--- config.mk ---
export PLATFORM = sky130hd
export DESIGN_NAME = lzvn_cmd_fifo
export DESIGN_NICKNAME = d
export VERILOG_FILES = /design/src/hw/rtl/lzvn_pkg.sv /design/src/hw/rtl/lzvn_cmd_fifo.sv
export SDC_FILE = /design/constraint.sdc
export NUM_CORES = 1
export LEC_CHECK = 0
export BUFFER_PORTS_ARGS = -buffer_cell sky130_fd_sc_hd__buf_2
export CORE_ASPECT_RATIO = 1.2
export CORE_MARGIN = 2
export CORE_UTILIZATION = 40
export CTS_CLUSTER_SIZE = 8
export DETAILED_ROUTE_END_ITERATION = 6
export PLACE_DENSITY = 0.59
export SLEW_MARGIN = 20
export SYNTH_ARGS = -nofsm -noshare
export SYNTH_HDL_FRONTEND = slang
export SYNTH_SLANG_ARGS = --single-unit
export TNS_END_PERCENT = 5
--- constraint.sdc ---
create_clock -name clk -period 2.5 [get_ports clk]
set_clock_uncertainty 0.15 [all_clocks]
set_input_delay 0.75 -clock clk [delete_from_list [all_inputs] [get_ports clk]]
set_output_delay 0.75 -clock clk [all_outputs]
set_load 0.005 [all_outputs]
--- src/hw/rtl/lzvn_pkg.sv ---
`timescale 1ns / 1ps
// ---------------------------------------------------------------------------
// lzvn_pkg
// Shared types and constants of the LZVN stream decoder.
// ---------------------------------------------------------------------------
package lzvn_pkg;

	localparam int unsigned MAX_LANES   = 8;
	localparam int unsigned MAX_RESULTS = 34;
	localparam int unsigned PC_W        = 17;

	localparam logic [1:0] ST_OK    = 2'd0;
	localparam logic [1:0] ST_END   = 2'd1;
	localparam logic [1:0] ST_BADOP = 2'd2;
	localparam logic [1:0] ST_DIST  = 2'd3;

	localparam logic [7:0] OP_LMATCH = 8'hF0;
	localparam logic [7:0] OP_LLIT   = 8'hE0;
	localparam logic [7:0] OP_NOP0   = 8'h0E;
	localparam logic [7:0] OP_NOP1   = 8'h16;
	localparam logic [7:0] OP_EOS    = 8'h06;
	localparam logic [7:0] OP_UND0   = 8'h1E;
	localparam logic [7:0] OP_UND1   = 8'h26;
	localparam logic [7:0] OP_UND2   = 8'h2E;
	localparam logic [7:0] OP_UND3   = 8'h36;
	localparam logic [7:0] OP_UND4   = 8'h3E;
	localparam logic [3:0] HI_SMATCH = 4'hF;
	localparam logic [3:0] HI_SLIT   = 4'hE;
	localparam logic [3:0] HI_UND0   = 4'h7;
	localparam logic [3:0] HI_UND1   = 4'hD;
	localparam logic [2:0] TOP_MED   = 3'b101;
	localparam logic [2:0] LOW_LDIST = 3'b111;
	localparam logic [2:0] LOW_PDIST = 3'b110;

	typedef enum logic [3:0] {
		PH_HEADER, PH_OPCODE, PH_LMATCH_LEN, PH_LLIT_LEN, PH_MED_B1, PH_MED_B2,
		PH_LDIST_B1, PH_LDIST_B2, PH_SDIST, PH_LITERALS, PH_HALT
	} phase_t;

	typedef enum logic [1:0] {ACT_NONE, ACT_MATCH, ACT_STATUS} act_t;

	typedef enum logic [2:0] {B_IDLE, B_START, B_LIT, B_ACT, B_RD, B_WR, B_EMIT} bstate_t;

	// One entry per compressed word: optional restart, literal, then match or status
	typedef struct packed {
		logic        restart;
		logic        has_lit;
		logic [7:0]  lit;
		act_t        act;
		logic [1:0]  status;
		logic [15:0] distance;
		logic [8:0]  len;
	} cmd_t;

endpackage

--- src/hw/rtl/lzvn_cmd_fifo.sv ---
`timescale 1ns / 1ps
// ---------------------------------------------------------------------------
// lzvn_cmd_fifo
// Four-entry command queue between parser and executor.
// ---------------------------------------------------------------------------
module lzvn_cmd_fifo (
	input  logic           clk,
	input  logic           arst_n,
	input  logic           push,
	input  lzvn_pkg::cmd_t wdata,
	output logic           full,
	input  logic           pop,
	output logic           empty,
	output lzvn_pkg::cmd_t rdata
);

	lzvn_pkg::cmd_t ent_q [4];
	logic [1:0] wr_q, rd_q;
	logic [2:0] cnt_q;

	assign full  = (cnt_q == 3'd4);
	assign empty = (cnt_q == 3'd0);
	assign rdata = ent_q[rd_q];

	always_ff @(posedge clk) begin
		if (push) ent_q[wr_q] <= wdata;
	end

	always_ff @(posedge clk or negedge arst_n) begin
		if (!arst_n) begin
			wr_q <= '0; rd_q <= '0; cnt_q <= '0;
		end else begin
			if (push) wr_q <= wr_q + 2'd1;
			if (pop) rd_q <= rd_q + 2'd1;
			cnt_q <= cnt_q + 3'(push) - 3'(pop);
		end
	end

endmodule

# == After elaboration in Yosys (flattened, before gate mapping) ==
# Memory sizes are Yosys's and may differ from the RTL's.
# Cells that the tools add are included.
# classes
n_mux,2
eq_ne,1
add_sub_neg,4
reduce_logical,1
# op_table
cell,count
$add A2 B1 Y2 const B,2
$add A3 B1 Y3,1
$eq A3 B3 Y1 const B,1
$logic_not A3 Y1,1
$sub A3 B1 Y3,1
$mux W1,2
# word_totals
output_inout_bits,41
in_bits,43
register_bits,7
wordCells,12
mem_bits_rw,156
memories,1
# memory_table
name,depth,word_bits,read_ports,rd_ports_with_merged_regs,write_ports,line,source
ent_q,4,39,1,0,1,lzvn_cmd_fifo.sv:17,lzvn_pkg::cmd_t ent_q [4];

# == Logic depth before layout (Yosys ltp) ==
# depth
ltp_word,2
depth_mapped,6
ltp_nobuf,6

# == Least setup slack after synthesis ==
# Ideal clock, no wire load.
# synth_timing
path_type,input-to-reg
from,input port push
to,memory ent_q[1][0] (netlist name) (enable)
n_path_buf,0
arrival_ps,1700
t_required_ps,1950
setup_time_ps,400
setup_slack_ps,250
stages,1
path_cell_list,and2_1
# synth_between
elab_chain_len,2
# synth_lines
element,line,source
"start, declared",lzvn_cmd_fifo.sv:9,"input logic push,"
$mux W1,lzvn_cmd_fifo.sv:26,if (push) ent_q[wr_q] <= wdata;
$mux W1 (not written as such),lzvn_cmd_fifo.sv:26,
"end, declared",lzvn_cmd_fifo.sv:17,
# Every way passes these cells.

==> metrics.txt <==
# TYPE chip_impl_metric gauge
chip_impl_metric{name="synth-edff-count",unit=""} 156
chip_impl_metric{name="internal-power",unit="mW"} 6.16
chip_impl_metric{name="initial_utilization",unit=""} 0.407
chip_impl_metric{name="n_fill_cell",unit=""} 1221
chip_impl_metric{name="routed_length_on_met2",unit="um"} 5370
chip_impl_metric{name="drtAntennaViolNets",unit=""} 0
chip_impl_info{name="timing.critical_path.to_type",value="output port"} 1
chip_impl_metric{name="clock_path_buffers",unit=""} 2
chip_impl_metric{name="synth_cells",unit=""} 238
chip_impl_metric{name="grt_first_pass_wirelength",unit="um"} 16100
chip_impl_info{name="ys_top_cells_by_area",value="edfxtp_1 77%, mux4_2 14%, dfrtp_1 2.9%, buf_12 1.3%, ha_1 1.2%"} 1
chip_impl_info{name="grt_setup_unrepaired",value="yes"} 1
chip_impl_info{name="crit_start",value="rd_q[0]$_DFFE_PN0P_"} 1
chip_impl_metric{name="track_usage",unit=""} 0.138
chip_impl_metric{name="synth.cell_area",unit="um2"} 6060
chip_impl_info{name="holdCritPathClass",value="primary input to async pin"} 1
chip_impl_metric{name="stdcell_count",unit=""} 562
chip_impl_metric{name="pin_count_of_the_biggest_net_entering_global_routing",unit=""} 40
chip_impl_metric{name="final-max-slew-violation-count",unit=""} 0
chip_impl_info{name="critPathKind",value="flop to output port"} 1
chip_impl_metric{name="die_width",unit="um"} 116
chip_impl_metric{name="reported_leakage_power",unit="nW"} 2.59
chip_impl_metric{name="synth_area_per_cell",unit="um2"} 25.5
chip_impl_metric{name="net-switching-power",unit="mW"} 2.34
chip_impl_info{name="failed_checks",value="negative setup slack"} 1
chip_impl_metric{name="worst-endpoint-arrival",unit="ns"} 1.76
chip_impl_metric{name="gp_congestion",unit=""} 0.725
chip_impl_metric{name="drt-total-wl",unit="um"} 10200
chip_impl_metric{name="wl_met1",unit="um"} 4390
chip_impl_metric{name="holdBufCountCts",unit=""} 0
chip_impl_metric{name="max_slew_margin",unit=""} 0.732
chip_impl_metric{name="switching_share",unit=""} 0.275
chip_impl_metric{name="worstPathMaxFanout",unit=""} 13
chip_impl_info{name="status",value="finished with violations"} 1
chip_impl_metric{name="timing.final.ws_setup",unit="ns"} -0.158
chip_impl_info{name="root_buffer",value="clkbuf_16"} 1
chip_impl_metric{name="finalCoreUtilization",unit=""} 0.496
chip_impl_metric{name="die_ar",unit="um2"} 16200
chip_impl_metric{name="diodes",unit=""} 0
chip_impl_metric{name="hold_violations",unit=""} 0
chip_impl_metric{name="htree_num_levels",unit=""} 4
chip_impl_metric{name="netlist.area_leader.share",unit=""} 0.773
chip_impl_metric{name="pwr-share-clk",unit=""} 0.276
chip_impl_info{name="leading_area_contributor_after_synthesis",value="edfxtp_1"} 1
chip_impl_metric{name="share_of_post_route_cells_with_drive_strength_above_1",unit=""} 0.478
chip_impl_metric{name="tritoncts_num_sinks",unit=""} 163
chip_impl_metric{name="yosysSeqAreaShare",unit=""} 0.801
chip_impl_metric{name="dieHeight",unit="um"} 139
chip_impl_metric{name="via_count_of_the_first_global_routing_pass",unit=""} 2935
chip_impl_metric{name="clock_latency_of_the_later_clocked_register_in_the_worst_skew_pair",unit="ns"} 0.41
chip_impl_info{name="highest_layer",value="met4"} 1
chip_impl_metric{name="layout-area-overhead-vs-synth",unit="%"} 21.8
chip_impl_metric{name="dpl.hpwl",unit="um"} 6350
chip_impl_info{name="synthFlopType",value="edfxtp_1"} 1
chip_impl_metric{name="io_buffers",unit=""} 83
chip_impl_metric{name="power.ir.vdd_worst",unit="mV"} 0.438
chip_impl_metric{name="clkTransAtPathRegs",unit="ns"} 0.06
chip_impl_metric{name="tightest_slew",unit="ns"} 0.402
chip_impl_metric{name="global_route.overflow_total",unit=""} 0
chip_impl_metric{name="dr.first_iter.drc_count",unit=""} 138
chip_impl_info{name="cts_tree",value="built"} 1
chip_impl_metric{name="cts-buffers-inserted",unit=""} 17
chip_impl_metric{name="top_level_port_count",unit=""} 84
chip_impl_metric{name="post-route-period-util",unit=""} 1.06
chip_impl_metric{name="via_count",unit=""} 2693
chip_impl_info{name="post-synth-top-count-cell",value="edfxtp_1"} 1
chip_impl_metric{name="initial_antenna_violation_count",unit=""} 0
chip_impl_metric{name="vias_per_cell",unit=""} 4.79
chip_impl_metric{name="final-setup-viol-count",unit=""} 39
chip_impl_metric{name="total_number_of_placement_rows",unit=""} 49
chip_impl_metric{name="detailedPlace.worstSlack",unit="ns"} 0.170
chip_impl_metric{name="dr_wl_met3",unit="um"} 315
chip_impl_info{name="timing.critical_path.from_type",value="flop"} 1
chip_impl_info{name="synthTopCellsByCount",value="156 x edfxtp_1, 38 x mux4_2, 7 x dfrtp_1"} 1
chip_impl_metric{name="hold-worst-slack",unit="ns"} 0.0263
chip_impl_metric{name="power_per_cell_area",unit="nW/um2"} 1150
chip_impl_metric{name="synth-async-reset-ratio",unit=""} 0.0429
chip_impl_metric{name="post-place-cells",unit=""} 528
chip_impl_metric{name="routedWlPerCell",unit="um"} 18.2
chip_impl_metric{name="max_freq",unit="MHz"} 376
chip_impl_metric{name="yosys.cell_types.count",unit=""} 17
chip_impl_metric{name="post-route-drc-count",unit=""} 0
chip_impl_info{name="critical_register_to_register_path_startpoint",value="cnt_q[0]$_DFF_PN0_"} 1
chip_impl_metric{name="fp.coreArea",unit="um2"} 14900
chip_impl_metric{name="drt_pre_antenna_iters",unit=""} 4
chip_impl_metric{name="syn_nets",unit=""} 288
chip_impl_metric{name="ys_seq_elements",unit=""} 163
chip_impl_metric{name="pwr-share-comb",unit=""} 0.281
chip_impl_metric{name="final_period_minus_worst_setup_slack",unit="ns"} 2.66
chip_impl_metric{name="yosysWarningCount",unit=""} 0
chip_impl_metric{name="part_of_the_total_power_dissipated_in_sequential_elements",unit=""} 0.443
chip_impl_metric{name="maxCapViolCount",unit=""} 0
chip_impl_metric{name="nets",unit=""} 395
chip_impl_metric{name="critPathRequiredTime",unit="ns"} 1.60
cell type report:
class                      count  area, um2  area share
inverter                       6       22.5     0.00305
timing repair buffer          97        621      0.0841
clock buffer                  17        425      0.0576
clock inverter                15        120      0.0163
multi-input combinational     60       1070       0.146
sequential                   163       4860       0.659
tap                          204        255      0.0346
power by group through the flow:
| stage | Clock [mW] | Combinational (mW) | Sequential, mW |
|---|---|---|---|
| floorplan | 0 | 1.56 | 3.74 |
| global placement | 0 | 2.38 | 3.83 |
| detailed placement | 0 | 2.40 | 3.85 |
| CTS | 2.41 | 2.45 | 3.77 |
| global route | 2.51 | 2.60 | 3.82 |
| finish | 2.35 | 2.39 | 3.76 |
stage by stage:
stage	total power [mW]	instance area [um2]	setup TNS, ns
floorplan	5.30	6060	0
global placement	6.20	6810	0
detailed placement	6.24	6810	0
CTS	8.63	7370	-6.23
global route	8.94	7380	-7.31
finish	8.50	7380	-4.83
cells in the final DEF, fill, tap and decap left out:
master and n:
and2_2 4, and3_1 1, buf_12 7, buf_2 81, buf_4 7, buf_6 2, clkbuf_16 17, clkinv_1 2
clkinv_2 1, clkinv_4 4, dfrtp_1 5, dfrtp_2 1, dfrtp_4 1, edfxtp_1 156, fa_1 1, ha_1 6
inv_1 6, inv_6 7, inv_8 1, mux4_1 1, mux4_2 38, nand2_1 2, nor3_1 1, o21ai_0 1
xnor2_1 2, xor2_1 3
per-layer routing:
metal | track usage | up-vias
met5 | 0 | -
met4 | 0.0533 | 0
met3 | 0.0358 | 7
met2 | 0.227 | 54
met1 | 0.175 | 1409
li1 | - | 1223
worst max-delay path, cell delays in order, from the launching register on:
cell	delay, ns
dfrtp_4	0.49
buf_12	0.19
mux4_2	0.52
buf_2	0.15
cells by family after synthesis:
kind of cell               after synthesis  synth area share
DFF                                    163             0.801
buffers and inverters                   15            0.0221
adders and majority gates                7            0.0157
and+or+nand+nor                          8           0.00722
xor gates and xnor gates                 5           0.00722
AOI/OAI and AO/OA                        1          0.000825
muxes                                   39             0.145
state kept, by name, indices dropped and copies added, names as in the netlist:
signal,flops
cnt_q,3
wr_q,2
rd_q,2
ent_q,156
path summary, 6_finish.rpt:
kind                                       endpoint  slack [ns]  cells after the start
worst max-delay path                      rdata[12]       -0.16                      3
worst min-delay path             cnt_q[2]$_DFF_PN0_        0.03                      1
worst max register to register   cnt_q[2]$_DFF_PN0_        0.85                      6
worst min register to register  wr_q[0]$_DFFE_PN0P_        0.39                      1
max in group asynchronous       rd_q[0]$_DFFE_PN0P_        1.98                      1
min in group clk                wr_q[0]$_DFFE_PN0P_        0.39                      1
timing repair:
action                                  in CTS  in global routing
gates cloned                                 0                  0
endpoints found under the setup margin      39                 39
gates resized for setup                      0                  2
buffers inserted                             2                  0
(Power assumes the default switching activity.)
